## src/rxbf_pkg.sv

```systemverilog
// rxbf_pkg: shared types and constants for the received-byte fifo block
// depends on nothing; imported by the fifo unit and rxbf_checker
`timescale 1ns / 1ps

package rxbf_pkg;

   // fifo geometry
   localparam int DEPTH = 64;
   localparam int IDX_W = (DEPTH > 1) ? $clog2(DEPTH) : 1;

   // fixed field widths
   localparam int BYTE_W  = 8;
   localparam int CMD_W   = 2;
   localparam int LEN_W   = 6;
   localparam int CAUSE_W = 2;
   localparam int CSR_W   = 32;
   localparam int CSRI_W  = 2;
   localparam int TLEN_W  = 3;
   localparam int MATCH_W = 3;

   // item commands
   localparam logic [CMD_W-1:0] CMD_PUSH     = 2'd0;
   localparam logic [CMD_W-1:0] CMD_RAW_RD   = 2'd1;
   localparam logic [CMD_W-1:0] CMD_LINE_RD  = 2'd2;
   localparam logic [CMD_W-1:0] CMD_CMD_RD   = 2'd3;

   // stop causes on the closing result
   localparam logic [CAUSE_W-1:0] STOP_LIMIT = 2'd0;
   localparam logic [CAUSE_W-1:0] STOP_EMPTY = 2'd1;
   localparam logic [CAUSE_W-1:0] STOP_FOUND = 2'd2;
   localparam logic [CAUSE_W-1:0] STOP_PUSH  = 2'd3;

   // register indexes
   localparam logic [CSRI_W-1:0] CSR_BLOCK_FULL = 2'd0;
   localparam logic [CSRI_W-1:0] CSR_TAIL_BYTES = 2'd1;
   localparam logic [CSRI_W-1:0] CSR_TAIL_LEN   = 2'd2;

   // register reset values and tail length limit
   localparam logic [CSR_W-1:0]  TAIL_BYTES_RST = 32'h0000_0A0D;
   localparam logic [TLEN_W-1:0] TAIL_LEN_RST   = 3'd2;
   localparam logic [TLEN_W-1:0] TAIL_LEN_MAX   = 3'd4;

   localparam logic [BYTE_W-1:0] NL_BYTE = 8'h0A;

   // sequencer states
   typedef enum logic [2:0] {
      S_IDLE  = 3'b001,
      S_CHECK = 3'b010,
      S_DATA  = 3'b100
   } state_type;

endpackage

```

## src/rxbf_ram.sv

```systemverilog
// rxbf_ram: generic single-write, single-read ram with registered read data
// depends on nothing
`timescale 1ns / 1ps

module rxbf_ram #(
   parameter int WIDTH = 8,
   parameter int DEPTH = 64
) (
   input  logic                                   clock,
   input  logic                                   wr_en,
   input  logic [((DEPTH > 1) ? $clog2(DEPTH) : 1)-1:0] wr_addr,
   input  logic [WIDTH-1:0]                       wr_data,
   input  logic                                   rd_en,
   input  logic [((DEPTH > 1) ? $clog2(DEPTH) : 1)-1:0] rd_addr,
   output logic [WIDTH-1:0]                       rd_data
);

   logic [WIDTH-1:0] mem [DEPTH];
   logic [WIDTH-1:0] rd_data_ff;

   // write port
   always_ff @(posedge clock) begin
      if (wr_en) begin
         mem[wr_addr] <= wr_data;
      end
   end

   // registered read port
   always_ff @(posedge clock) begin
      if (rd_en) begin
         rd_data_ff <= mem[rd_addr];
      end
   end

   assign rd_data = rd_data_ff;

endmodule

```

## src/rx_byte_fifo_with_delimited_reads_unit.sv

```systemverilog
// rx_byte_fifo_with_delimited_reads_unit: ring fifo of received bytes with
// push, raw read, line read and tail-delimited command read
// depends on rxbf_pkg and rxbf_ram
//
//  channel | ports                         | handshake
//  --------+-------------------------------+---------------------------------
//  request | req_command/push_byte/max_len | taken when start && !busy
//  result  | rsp_* fields                  | rsp_valid for one cycle, no stall
//  config  | csr_index, csr_wdata          | written when csr_valid && csr_ready
//
// a push leaves busy low and its result strobes the next cycle
// after its accepting cycle a read holds busy: per popped byte a stop check that
// sends the address, then the registered ram data; last a stop check, which a line
// read ending on its newline skips; each result strobes the next cycle
// reset is synchronous, active high, and empties the fifo; no clearing pass
// the receiver cannot stall, so results leave as soon as they are formed
`timescale 1ns / 1ps

module rx_byte_fifo_with_delimited_reads_unit (
   input  logic                         clock,
   input  logic                         reset,
   input  logic                         start,
   output logic                         busy,
   input  logic [rxbf_pkg::CMD_W-1:0]   req_command,
   input  logic [rxbf_pkg::BYTE_W-1:0]  req_push_byte,
   input  logic [rxbf_pkg::LEN_W-1:0]   req_max_len,
   output logic                         rsp_valid,
   output logic [rxbf_pkg::BYTE_W-1:0]  rsp_data_byte,
   output logic                         rsp_has_byte,
   output logic                         rsp_last,
   output logic [rxbf_pkg::LEN_W-1:0]   rsp_length,
   output logic [rxbf_pkg::CAUSE_W-1:0] rsp_stop_cause,
   output logic                         rsp_push_dropped,
   output logic                         rsp_full_now,
   input  logic                         csr_valid,
   output logic                         csr_ready,
   input  logic [rxbf_pkg::CSRI_W-1:0]  csr_index,
   input  logic [rxbf_pkg::CSR_W-1:0]   csr_wdata
);

   import rxbf_pkg::*;

   // control state
   state_type          state_ff, state_in;
   logic [IDX_W-1:0]   wr_idx_ff, wr_idx_in;
   logic [IDX_W-1:0]   rd_idx_ff, rd_idx_in;
   logic               full_ff, full_in;
   logic [LEN_W-1:0]   len_ff, len_in;
   logic [MATCH_W-1:0] match_ff, match_in;

   // item registers
   logic [CMD_W-1:0]   cmd_ff, cmd_in;
   logic [LEN_W-1:0]   maxl_ff, maxl_in;

   // configuration
   logic               block_ff;
   logic [CSR_W-1:0]   tail_ff;
   logic [TLEN_W-1:0]  tlen_ff;

   // result registers
   logic               rsp_valid_ff, rsp_valid_in;
   logic [BYTE_W-1:0]  rsp_data_ff, rsp_data_in;
   logic               rsp_has_ff, rsp_has_in;
   logic               rsp_last_ff, rsp_last_in;
   logic [LEN_W-1:0]   rsp_len_ff, rsp_len_in;
   logic [CAUSE_W-1:0] rsp_cause_ff, rsp_cause_in;
   logic               rsp_drop_ff, rsp_drop_in;
   logic               rsp_full_ff, rsp_full_in;

   // ram ports
   logic               ram_wr_en;
   logic               ram_rd_en;
   logic [BYTE_W-1:0]  ram_rd_data;

   logic               accept;
   logic               empty;
   logic [TLEN_W-1:0]  tlen_eff;
   logic [BYTE_W-1:0]  want_byte;
   logic [IDX_W-1:0]   wr_idx_next;
   logic [IDX_W-1:0]   rd_idx_next;

   assign busy      = (state_ff != S_IDLE);
   assign csr_ready = !busy;
   assign accept    = start && !busy;
   assign empty     = (rd_idx_ff == wr_idx_ff) && !full_ff;
   assign tlen_eff  = (tlen_ff > TAIL_LEN_MAX) ? TAIL_LEN_MAX : tlen_ff;
   assign want_byte = tail_ff[match_ff[1:0]*BYTE_W +: BYTE_W];

   assign wr_idx_next = (wr_idx_ff == IDX_W'(DEPTH - 1)) ? '0 : wr_idx_ff + 1'b1;
   assign rd_idx_next = (rd_idx_ff == IDX_W'(DEPTH - 1)) ? '0 : rd_idx_ff + 1'b1;

   // byte store
   rxbf_ram #(
      .WIDTH(BYTE_W),
      .DEPTH(DEPTH)
   ) u_store (
      .clock   (clock),
      .wr_en   (ram_wr_en),
      .wr_addr (wr_idx_ff),
      .wr_data (req_push_byte),
      .rd_en   (ram_rd_en),
      .rd_addr (rd_idx_ff),
      .rd_data (ram_rd_data)
   );

   // sequencer
   always_comb begin
      state_in     = state_ff;
      wr_idx_in    = wr_idx_ff;
      rd_idx_in    = rd_idx_ff;
      full_in      = full_ff;
      len_in       = len_ff;
      match_in     = match_ff;
      cmd_in       = cmd_ff;
      maxl_in      = maxl_ff;
      ram_wr_en    = 1'b0;
      ram_rd_en    = 1'b0;
      rsp_valid_in = 1'b0;
      rsp_data_in  = '0;
      rsp_has_in   = 1'b0;
      rsp_last_in  = 1'b0;
      rsp_len_in   = '0;
      rsp_cause_in = STOP_LIMIT;
      rsp_drop_in  = 1'b0;
      rsp_full_in  = 1'b0;
      case (state_ff)
         S_IDLE: begin
            if (accept) begin
               cmd_in   = req_command;
               maxl_in  = req_max_len;
               len_in   = '0;
               match_in = '0;
               if (req_command == CMD_PUSH) begin
                  // push: store unless blocked while full
                  rsp_valid_in = 1'b1;
                  rsp_last_in  = 1'b1;
                  rsp_cause_in = STOP_PUSH;
                  if (full_ff && block_ff) begin
                     rsp_drop_in = 1'b1;
                     rsp_full_in = full_ff;
                  end else begin
                     ram_wr_en   = 1'b1;
                     wr_idx_in   = wr_idx_next;
                     full_in     = full_ff || (wr_idx_next == rd_idx_ff);
                     rsp_full_in = full_in;
                  end
               end else begin
                  state_in = S_CHECK;
               end
            end
         end
         S_CHECK: begin
            // stop checks in order, else pop one byte
            if (cmd_ff == CMD_CMD_RD && match_ff >= MATCH_W'(tlen_eff)) begin
               rsp_valid_in = 1'b1;
               rsp_last_in  = 1'b1;
               rsp_len_in   = len_ff;
               rsp_cause_in = STOP_FOUND;
               rsp_full_in  = full_ff;
               state_in     = S_IDLE;
            end else if (len_ff >= maxl_ff) begin
               rsp_valid_in = 1'b1;
               rsp_last_in  = 1'b1;
               rsp_len_in   = len_ff;
               rsp_cause_in = STOP_LIMIT;
               rsp_full_in  = full_ff;
               state_in     = S_IDLE;
            end else if (empty) begin
               rsp_valid_in = 1'b1;
               rsp_last_in  = 1'b1;
               rsp_len_in   = len_ff;
               rsp_cause_in = STOP_EMPTY;
               rsp_full_in  = full_ff;
               state_in     = S_IDLE;
            end else begin
               ram_rd_en = 1'b1;
               rd_idx_in = rd_idx_next;
               full_in   = 1'b0;
               state_in  = S_DATA;
            end
         end
         S_DATA: begin
            // popped byte is on the ram output
            if (cmd_ff == CMD_LINE_RD && ram_rd_data == NL_BYTE) begin
               rsp_valid_in = 1'b1;
               rsp_last_in  = 1'b1;
               rsp_len_in   = len_ff;
               rsp_cause_in = STOP_FOUND;
               rsp_full_in  = full_ff;
               state_in     = S_IDLE;
            end else begin
               if (cmd_ff == CMD_CMD_RD) begin
                  match_in = (ram_rd_data == want_byte) ? match_ff + 1'b1 : '0;
               end
               rsp_valid_in = 1'b1;
               rsp_data_in  = ram_rd_data;
               rsp_has_in   = 1'b1;
               len_in       = len_ff + 1'b1;
               state_in     = S_CHECK;
            end
         end
         default: begin
            state_in = S_IDLE;
         end
      endcase
   end

   // control registers
   always_ff @(posedge clock) begin
      if (reset) begin
         state_ff     <= S_IDLE;
         wr_idx_ff    <= '0;
         rd_idx_ff    <= '0;
         full_ff      <= 1'b0;
         rsp_valid_ff <= 1'b0;
      end else begin
         state_ff     <= state_in;
         wr_idx_ff    <= wr_idx_in;
         rd_idx_ff    <= rd_idx_in;
         full_ff      <= full_in;
         rsp_valid_ff <= rsp_valid_in;
      end
   end

   // item and result payload
   always_ff @(posedge clock) begin
      len_ff       <= len_in;
      match_ff     <= match_in;
      cmd_ff       <= cmd_in;
      maxl_ff      <= maxl_in;
      rsp_data_ff  <= rsp_data_in;
      rsp_has_ff   <= rsp_has_in;
      rsp_last_ff  <= rsp_last_in;
      rsp_len_ff   <= rsp_len_in;
      rsp_cause_ff <= rsp_cause_in;
      rsp_drop_ff  <= rsp_drop_in;
      rsp_full_ff  <= rsp_full_in;
   end

   // configuration registers
   always_ff @(posedge clock) begin
      if (reset) begin
         block_ff <= 1'b1;
         tail_ff  <= TAIL_BYTES_RST;
         tlen_ff  <= TAIL_LEN_RST;
      end else if (csr_valid && csr_ready) begin
         case (csr_index)
            CSR_BLOCK_FULL: block_ff <= csr_wdata[0];
            CSR_TAIL_BYTES: tail_ff  <= csr_wdata;
            CSR_TAIL_LEN:   tlen_ff  <= csr_wdata[TLEN_W-1:0];
            default: begin
            end
         endcase
      end
   end

   assign rsp_valid        = rsp_valid_ff;
   assign rsp_data_byte    = rsp_data_ff;
   assign rsp_has_byte     = rsp_has_ff;
   assign rsp_last         = rsp_last_ff;
   assign rsp_length       = rsp_len_ff;
   assign rsp_stop_cause   = rsp_cause_ff;
   assign rsp_push_dropped = rsp_drop_ff;
   assign rsp_full_now     = rsp_full_ff;

endmodule

```

## config.mk

```make
export PLATFORM = sky130hd
export DESIGN_NAME = rx_byte_fifo_with_delimited_reads_unit
export DESIGN_NICKNAME = d
export VERILOG_FILES = /design/src/rxbf_pkg.sv /design/src/rxbf_ram.sv /design/src/rx_byte_fifo_with_delimited_reads_unit.sv
export SDC_FILE = /design/constraint.sdc
export NUM_CORES = 1
export LEC_CHECK = 0
export BUFFER_PORTS_ARGS = -buffer_cell sky130_fd_sc_hd__buf_2
export CORE_MARGIN = 10
export CORE_UTILIZATION = 25
export CTS_BUF_LIST = sky130_fd_sc_hd__clkbuf_4 sky130_fd_sc_hd__clkbuf_8
export CTS_CLUSTER_DIAMETER = 40
export DETAILED_ROUTE_END_ITERATION = 8
export GPL_TIMING_DRIVEN = 0
export HOLD_SLACK_MARGIN = 0.12
export PLACE_DENSITY = 0.38
export REMOVE_ABC_BUFFERS = 1
export SLEW_MARGIN = 20
export SYNTH_ARGS = -nofsm -noshare
export SYNTH_HDL_FRONTEND = slang
export SYNTH_HIERARCHICAL = 1
export SYNTH_SLANG_ARGS = --single-unit
```

## constraint.sdc

```tcl
create_clock -name clock -period 2.44 [get_ports clock]
set_clock_uncertainty 0.1 [all_clocks]
set_input_delay 0.488 -clock clock [delete_from_list [all_inputs] [get_ports clock]]
set_output_delay 0.488 -clock clock [all_outputs]
set_load 0.02 [all_outputs]
```

==> Word-level counts from Yosys, hierarchy flattened <==
Memories as Yosys holds them, arrays and structs flattened. A register that Yosys moved wholly into a read port is not among the register bits.
Cells that the tools add are included.
{ "totals": {"reg_bits": 90, "ramBits": 512, "mem_count": 1} }
{ "classes": {"n_lt_le_gt_ge": 3, "n_addsub": 4, "n_bitwise": 5, "muxes": 61, "n_shift": 1, "n_reduce_logical": 25, "eq_ne": 19} }
{ "mem_list": {"columns": ["memory", "words", "word_bits", "rd", "rd_clocked_by_memory_dff", "write_ports", "line", "source"], "rows": [
  ["u_store.mem", 64, 8, 1, 1, 1, "rxbf_ram.sv:18", "logic [WIDTH-1:0] mem [DEPTH];"]
]} }
{ "op_table": {"columns": ["operator", "n"], "rows": [
  ["$mux 6", 8],
  ["$shiftx 32x6->8", 1],
  ["$mux 3", 10],
  ["$mux 1", 29],
  ["$pmux 6 s2", 2],
  ["$add 6x1->6 const B", 3],
  ["$eq 6x6->1", 2],
  ["$eq 6x6->1 const B", 2],
  ["$reduce_and 4->1", 3],
  ["$mux 2", 5],
  ["$ne 2x2->1 const B", 5],
  ["$reduce_and 2->1", 5],
  ["$pmux 1 s3", 3],
  ["$pmux 3 s3", 1],
  ["$reduce_and 3->1", 3],
  ["$eq 8x4->1 const B", 1],
  ["$eq 8x8->1", 1],
  ["$eq 2x2->1 const B", 3],
  ["$ge 6x6->1", 1],
  ["$logic_and 1x1->1", 6],
  ["$pmux 2 s3", 1],
  ["$pmux 3 s2", 1],
  ["$not 1->1", 5],
  ["$logic_not 2->1", 2],
  ["13 further kinds", 15]
]} }

==> Longest topological paths before layout <==
Gate-level depths: netlist of the first run.
{ "logic_depth": {"word_depth": 8, "ltp_mapped": 9, "ltp_nobuf": 8} }

==> Hierarchy <==
Netlist of the first run, hierarchy kept.
{ "modules_own_cells": {"columns": ["module", "instances", "area_per_inst_um2", "cells_per_inst", "seq_area_each_um2"], "rows": [
  ["rxbf_ram", 1, 20240.7, 940, 15615.0],
  ["rx_byte_fifo_with_delimited_reads_unit", 1, 4236.6, 466, 1971.9]
]} }

==> Least setup slack after synthesis of the first run <==
Ideal clock, no wire load.
{ "synth_path": {"path_type": "reg2reg", "startpoint": "register state_ff[1]", "endpoint": "memory u_store.mem[14][0], enable pin", "path_buffers": 0, "slack_ps": -137, "required_time_ps": 1970, "period_less_slack_ps": 2577, "path_stages_with_launch": 9, "arrival_time_ps": 2107, "setup_time_ps": 370, "cell_sequence": "dfxtp_1 -> nor2_1 -> nand2_1 -> inv_2 -> nand4_1 -> inv_1 -> nor2b_1 -> nand3_1 -> nor2_1"} }
{ "synth_via": {"elab_chain_cells": 7, "elab_cells_between_ends": 8, "cone_classes": "eq/ne: 2; mux: 4; reduce/logical: 2"} }
{ "synth_rtl": {"columns": ["item", "line", "source"], "rows": [
  ["start, declared", "rx_byte_fifo_with_delimited_reads_unit.sv:44", "state_type state_ff, state_in;"],
  ["start signal, assigned", "rx_byte_fifo_with_delimited_reads_unit.sv:217", "state_ff <= state_in;"],
  ["$ne 3x1->1", "rx_byte_fifo_with_delimited_reads_unit.sv:82", "assign busy = (state_ff != S_IDLE);"],
  ["via busy", "rx_byte_fifo_with_delimited_reads_unit.sv:23", "output logic busy,"],
  ["$logic_not 1->1", null, null],
  ["via csr_ready", "rx_byte_fifo_with_delimited_reads_unit.sv:36", "output logic csr_ready,"],
  ["$logic_and 1x1->1", "rx_byte_fifo_with_delimited_reads_unit.sv:84", "assign accept = start && !busy;"],
  ["$mux 1", "rx_byte_fifo_with_delimited_reads_unit.sv:128", "if (accept) begin"],
  ["$mux 1", "rx_byte_fifo_with_delimited_reads_unit.sv:126", "case (state_ff)"],
  ["via ram_wr_en", "rx_byte_fifo_with_delimited_reads_unit.sv:71", "logic ram_wr_en;"],
  ["$mux 1", "rxbf_ram.sv:23", "if (wr_en) begin"],
  ["$mux 1 (not written as such)", "rxbf_ram.sv:24", "mem[wr_addr] <= wr_data;"],
  ["end, declared", "rxbf_ram.sv:18", null]
]} }
The timed path passes the listed nets, and every way through them passes these cells.

==> Worst setup path after layout of the first run <==
{ "layout_path": {"startpoint": "register rd_idx_ff[0]", "endpoint": "register u_store.rd_data_ff[2], in the netlist u_store/rd_data[2], read port of u_store.mem (data pin)"} }
{ "layout_via": {"elab_chain_cells": 6} }
{ "layout_rtl": {"columns": ["item", "line", "source"], "rows": [
  ["start, declared", "rx_byte_fifo_with_delimited_reads_unit.sv:46", "logic [IDX_W-1:0] rd_idx_ff, rd_idx_in;"],
  ["start signal, assigned", "rx_byte_fifo_with_delimited_reads_unit.sv:219", "rd_idx_ff <= rd_idx_in;"],
  ["$eq 6x6->1", "rx_byte_fifo_with_delimited_reads_unit.sv:85", "assign empty = (rd_idx_ff == wr_idx_ff) && !full_ff;"],
  ["$logic_and 1x1->1", "rx_byte_fifo_with_delimited_reads_unit.sv:85", null],
  ["$mux 1", "rx_byte_fifo_with_delimited_reads_unit.sv:168", "end else if (empty) begin"],
  ["$mux 1", "rx_byte_fifo_with_delimited_reads_unit.sv:161", "end else if (len_ff >= maxl_ff) begin"],
  ["$mux 1", "rx_byte_fifo_with_delimited_reads_unit.sv:154", "if (cmd_ff == CMD_CMD_RD && match_ff >= MATCH_W'(tlen_eff)) begin"],
  ["$mux 1", "rx_byte_fifo_with_delimited_reads_unit.sv:126", null],
  ["end, declared", "rxbf_ram.sv:19", "logic [WIDTH-1:0] rd_data_ff;"]
]} }
Parallel ways exist; a longest one is shown, timed or not.
A chain may end at the register's enable or synchronous reset.

==> out/qor.csv, run 1 <==
metric,value,unit
design area,31810,sq um
worst hold slack,0.2231,ns
HPWL reported at the end of detailed placement,39760,um
Clock power frac,45.3,%
Int Power,17.15,mW
Layout Nets,1777,
simple logic cell fraction of the synthesized area,6.753,%
drt first-iter violations,1063,
Mean Syn Cell Area,17.41,sq um
TritonCTS Buffers,113,
"Reg clk slew, reported paths",0.06,ns
setup_tns,-2.143,ns
I/O pins,77,
main combinational cell family by area after synthesis,multiplexers,
max cap viols,0,
worst vdd ir,327.8,uV
DR vias/cell,4.576,
Final setup viols,8,
via count,14100,
Slew headroom,33.93,%
gr usage total,12.53,%
site row count,114,
Worst setup SP type,flip-flop,
share of the yosys chip area belonging to registers,71.85,%
clk buf depth,3,
Port-buffer cells,76,
max frequency,361.0,MHz
"Power, Total",22.04,mW
Die X-Extent,332.9,um
layout cells sized above 1,37.99,%
"FFs w/ async S/R, synth",0,%
Routed WL,70630,um
CTS tree,built,
critical path class,reg -> reg,
Psw,4.898,mW
P&R area growth vs syn,29.96,%
Power Density,693.0,nW/um^2
pin count of the biggest net entering global routing,65,
DIE HEIGHT,332.9,um
Post-Synth Adder-Cell Area,0.6645,%
complex-gate fraction of the synthesized area,3.788,%
Synth area leader,edfxtp_1,
Tmin final,2.770,ns
fin worst setup slack,-0.3299,ns
DRC viols,0,
post-synthesis cell type count,70,
HP Class,in -> reg,
Synthesis Warnings,6,
fin cells,3080,
initial antenna violation count,4,
"Clk Latency, worst-skew pair",0.75,ns
mux cell area share after synthesis,14.10,%
post-synth top area share,65.88,%
FILL cells,9332,
DRT Pass-1 Iters,5,
number of synthesized register bits,610,
post-DR wirelength/cell,22.93,um
CP max-delay cell,mux4_2,
top_reg_cell synth,edfxtp_1,
CP Cell Sequence,"buf_16, buf_16, buf_16, buf_16, mux4_2, mux4_2, nor2_4, nor3_4, o2bb2ai_2",
root buffer cell,clkbuf_8,
Area contributors post-synth,"edfxtp_1 (66%), mux4_2 (12%), dfxtp_1 (6.0%)",
worst slew pin tran,0.9911,ns
RSZ-0062 raised after global routing,true,
final core utilization,32.85,%
CORE AREA,96850,sq um
Syn Inst Count,1406,
Post-Syn Area,24480,sq um
Sw Ratio,22.22,%
leakage dissipation,10.03,nW
Cell Count Post-Placement,2697,
Routed Antenna Nets,0,
vias in the first global route,14940,
global-route wire length before repair,103500,um
maximum level of the CTS H-tree,3,
Slew Limit Fails,0,
status,"finished, violations left",
number of synthesized flops with an enable pin,537,
GP Congestion,0.7055,
CP Capture Type,flip-flop,
violated checks,negative setup slack,
Final Hold Fails,0,
largest stage delay on the critical path,0.56,ns
Clock Sinks,610,
die area,110800,sq um
worst slack at placement,-1.639,ns
Gate power share,2.9,%
final period utilization,113.5,%
cell mode on critical path,buf_16,
Initial Util,25.27,%
"Remaining Overflow, GRT",0,
placed cell areas,26380,sq um
"Req. time, crit path",2.81,ns
sequential power share,51.8,%
CP max FO,7,
Post-Synth XOR/XNOR Area,0.9303,%
Worst EP arrival,3.14,ns
-- path summary, 6_finish.rpt --
kind,start,end,slack [ns],cells after the start
max,rd_idx_ff[0],u_store/rd_data[2],-0.33,9
min,req_push_byte[5],u_store/mem[7][5],0.22,1
max reg2reg,rd_idx_ff[0],u_store/rd_data[2],-0.33,9
min reg2reg,tail_ff[18],tail_ff[18],0.35,2
-- power by group through the flow --
stage	Clock, mW	Sequential [mW]	Combinational (mW)
after CTS	10.4	11.4	0.635
after detailed placement	0	11.7	0.514
after floorplan	0	11.7	0.191
final	9.99	11.4	0.633
after global placement	0	11.7	0.487
after global routing	10.8	11.4	0.702
-- placed cells by master, fill, tap and decap left out, types with 26 or more instances in the layout --
cell type	count
edfxtp_1	537
mux4_2	129
clkbuf_8	117
nand2_1	106
buf_4	84
buf_2	68
nor2_4	67
dfxtp_1	59
nor2_1	50
dlygate4sd3_1	48
a21oi_1	41
buf_12	40
clkinv_1	32
mux2i_1	31
clkbuf_4	26
-- logic make-up after synthesis --
logic type / Yosys count
AND/OR/NAND/NOR: 355
flip-flops: 610
adder cells (fa/ha/maj): 13
multiplexers: 177
AO/OA/AOI/OAI: 135
buffers and inverters: 90
XOR/XNOR: 26
-- layout make-up --
cell class	instances	area, sq um	area share (%)
diodes	1	2.502	0.007867
clock buffers	143	1805	5.676
clock inverters	65	505.5	1.589
inverters	16	63.81	0.2006
multi-input cells	706	7426	23.34
flip-flops and latches	610	17630	55.42
well taps	1276	1597	5.019
repair buffers	263	2781	8.744
-- synth_stat cells (4+ instances only) --
cell and number:
buf_2 19, buf_6 4, o2111ai_1 5, ha_1 13
nand3b_1 6, xor2_1 14, nor3_1 11, and2_1 8
o211ai_1 4, clkbuf_1 33, nor2b_1 19, o21a_1 4
a221oi_1 6, o31ai_1 4, o221ai_1 9, nor4_1 8
nand4b_1 4, xnor2_1 12, mux4_2 129, nand2b_1 8
a211oi_1 6, a21o_1 4, buf_4 13, nand3_1 28
o21ai_0 11, dfxtp_1 73, a22oi_1 4, o22ai_1 9
nand4_1 5, nor2_1 120, mux2_2 13, mux2i_1 31
a21oi_1 41, edfxtp_1 537, nand2_1 112, inv_1 14
and3_1 10
-- layer usage --
layer | up-vias | track usage [%] | share of wire [%]
met5 | - | 0 | 0
met4 | 0 | 3.430 | 2.3
met3 | 116 | 2.843 | 4.8
met2 | 357 | 19.96 | 47
met1 | 7399 | 17.01 | 46
li1 | 6223 | - | -
-- state kept, by name, indices dropped and copies added (netlist names), 6 cells and up --
| name | flops |
|---|---|
| len_ff | 6 |
| rd_idx_ff | 6 |
| u_store/rd_data | 8 |
| rsp_data_byte | 8 |
| tail_ff | 32 |
| maxl_ff | 6 |
| u_store/mem | 512 |
| wr_idx_ff | 6 |
| rsp_length | 6 |
-- critical path: cells and delay by family, from the launching register on --
family          cells  cell delay [ns]
compound gates      1             0.16
buf+inv             4             0.53
flops               1             0.37
mux                 2             1.10
simple gates        2             0.21
-- what timing repair did --
action,in CTS,in global routing
hold endpoints to repair,49,0
setup buffers,105,15
hold buffers,48,0
endpoints found under the setup margin,550,443
gates cloned,6,0
gates resized for setup,224,27
pin swaps,52,15
Power figures use the tool's default switching activity.
==> run 2, diff against run 1 <==
==> constraint.sdc (replaced) <==
create_clock -name clock -period 2.44 [get_ports clock]
set_clock_uncertainty 0.1 [all_clocks]
set_input_delay 0.244 -clock clock [delete_from_list [all_inputs] [get_ports clock]]
set_output_delay 0.244 -clock clock [all_outputs]
set_load 0.02 [all_outputs]
==> run 2 against run 1 <==
Against the previous run:
- the flow still finishes with violations (negative setup slack)
- count of clock-buffer cells in the layout unchanged
- critical path depth did not move
- maximum frequency rose by 0.31%
- sequential share of layout area shrank 0.68 points
- combinational power grew 7.1%
- worst setup slack gained 0.0087 ns
- largest cell class unchanged
- register-to-register slack about the same
- final cell count grew 1.1%
- highest routed layer unchanged
- non-clock buffer count grew 35
- critical path type unchanged
==> out/qor.csv, run 2 (same netlist as run 1, synthesis figures left out) <==
metric,value,unit,change
status,"finished, violations left",,
violated checks,negative setup slack,,
worst slew pin tran,1.018,ns,+0.02648 ns
Layout Nets,1812,,+2.0%
FF-to-FF End,u_store/rd_data[2],,
"Power, Total",22.10,mW,+0.25%
I/O pins,77,,unchanged
WHS Endpoint,maxl_ff[5],,
"commonest cells after routing, fill and taps aside","edfxtp_1 (537), mux4_2 (129), clkbuf_8 (117)",,
"Clk Latency, worst-skew pair",0.75,ns,about the same
die area,110800,sq um,unchanged
worst vdd ir,329.9,uV,+0.66%
maximum level of the CTS H-tree,3,,unchanged
Worst setup SP type,flip-flop,,
Slew Limit Fails,0,,unchanged
R2R depth,9,,unchanged
setup_tns,-2.109,ns,+0.03408 ns
layout cells sized above 1,37.32,%,-0.67 points
hold path cells,2,,+1
global-route wire length before repair,104000,um,+0.53%
HP Class,in -> reg,,
root buffer cell,clkbuf_8,,
Final Hold Fails,0,,unchanged
global routing's busiest layer,met2,,
fin worst setup slack,-0.3213,ns,+0.008652 ns
placed cell areas,26380,sq um,unchanged
design area,32200,sq um,+1.2%
site row count,114,,unchanged
reg-to-reg startpoint,rd_idx_ff[0],,
GP Congestion,0.7055,,unchanged
R2R Setup Slk,-0.32,ns,about the same
Slew headroom,32.16,%,-1.8 points
TritonCTS Buffers,113,,unchanged
"Reg clk slew, reported paths",0.05,ns,about the same
most flop-heavy register,u_store/mem,,
Hold Startpoint,req_max_len[5],,
met2 Use GR,20.05,%,+0.092 points
vias in the first global route,15110,,+1.2%
Power Density,686.2,nW/um^2,-0.97%
post-DR wirelength/cell,22.85,um,-0.34%
P&R area growth vs syn,31.56,%,
CP Capture Type,flip-flop,,
Cell Count Post-Placement,2697,,unchanged
gr usage total,12.59,%,+0.052 points
CP max FO,7,,unchanged
via count,14290,,+1.4%
pin count of the biggest net entering global routing,65,,unchanged
DR vias/cell,4.587,,+0.22%
leakage dissipation,10.14,nW,+1.1%
fin cells,3115,,+1.1%
RSZ-0062 raised after global routing,true,,
grt met1 use,17.10,%,+0.092 points
Top Registers,"u_store/mem: 512 flops, tail_ff: 32 flops",,
critical path class,reg -> reg,,
Port-buffer cells,76,,unchanged
Initial Util,25.27,%,unchanged
M3 GR Usage,2.756,%,-0.087 points
DRT Pass-1 Iters,7,,+2
DIE HEIGHT,332.9,um,unchanged
Routed Antenna Nets,0,,unchanged
drt first-iter violations,1052,,-1.0%
Die X-Extent,332.9,um,unchanged
CTS tree,built,,
max frequency,362.1,MHz,+0.31%
"Remaining Overflow, GRT",0,,unchanged
Worst EP arrival,3.13,ns,about the same
max reg flops,512,,unchanged
"Req. time, crit path",2.81,ns,about the same
max cap viols,0,,unchanged
initial antenna violation count,4,,unchanged
Routed WL,71190,um,+0.79%
clk buf depth,3,,unchanged
worst hold slack,0.1909,ns,-0.03216 ns
Tmin final,2.761,ns,-0.008652 ns
final period utilization,113.2,%,-0.35 points
Clock Sinks,610,,unchanged
Final setup viols,8,,unchanged
DRC viols,0,,unchanged
"commonest non-fill, non-tap cell in the layout",edfxtp_1,,
HPWL reported at the end of detailed placement,39760,um,unchanged
CORE AREA,96850,sq um,unchanged
[run 2: what timing repair did]
item,CTS,global route
buffers inserted,105,15
setup endpoints to repair,550,438
hold buffers,81,0
hold endpoints to repair,586,0
gates resized for setup,224,29
cloned,6,2
pin swaps,52,13
[run 2: worst max-delay path by stage]
stage	startpoint	endpoint	slack [ns]
finish	rd_idx_ff[0]	u_store/rd_data[2]	-0.32
detailed placement	state_ff[2]	u_store/mem[46][7]	-1.57
global route	rd_idx_ff[0]	u_store/rd_data[2]	-0.35
floorplan	rd_idx_ff[0]	u_store/rd_data[4]	-4.79
CTS	rd_idx_ff[0]	u_store/rd_data[1]	-0.35
global placement	rd_idx_ff[0]	u_store/rd_data[6]	-9.24
[run 2: report_power, final]
part / switching, mW / internal (mW) / leakage (nW)
clock: 4.47 / 5.52 / 1.18
combinational: 0.412 / 0.266 / 3.52
sequential: 0.0353 / 11.4 / 5.44
total: 4.92 / 17.2 / 10.1
[run 2: final cells by class]
type	instances	area, sq um
fill	9306	64650
sequential	610	17630
multi-input combinational	706	7427
timing repair buffer	298	3173
clock buffer	143	1805
tap	1276	1597
clock inverter	65	505.5
inverter	16	63.81
antenna	1	2.502
[run 2: metal layers]
layer  up-vias  part of all wire (%)
met5         -                     0
met4         0                   2.3
met3       122                   5.0
met2       389                    47
met1      7476                    46
li1       6300                     -
[run 2: through the flow]
stage,util [%],worst slack (ns)
2_1_floorplan,-,-4.791
5_1_grt,33.25,-0.3534
4_1_cts,32.89,-0.3525
3_3_place_gp,26.89,-9.237
3_5_place_dp,27.23,-1.568
6_report,33.25,-0.3213
[run 2: worst max-delay path, cell delays in order, from the launching register on]
cell	delay, ns
dfxtp_4	0.37
buf_16	0.12
buf_16	0.12
buf_16	0.14
buf_16	0.15
mux4_2	0.56
mux4_2	0.54
nor2_4	0.14
nor3_4	0.06
o2bb2ai_2	0.15
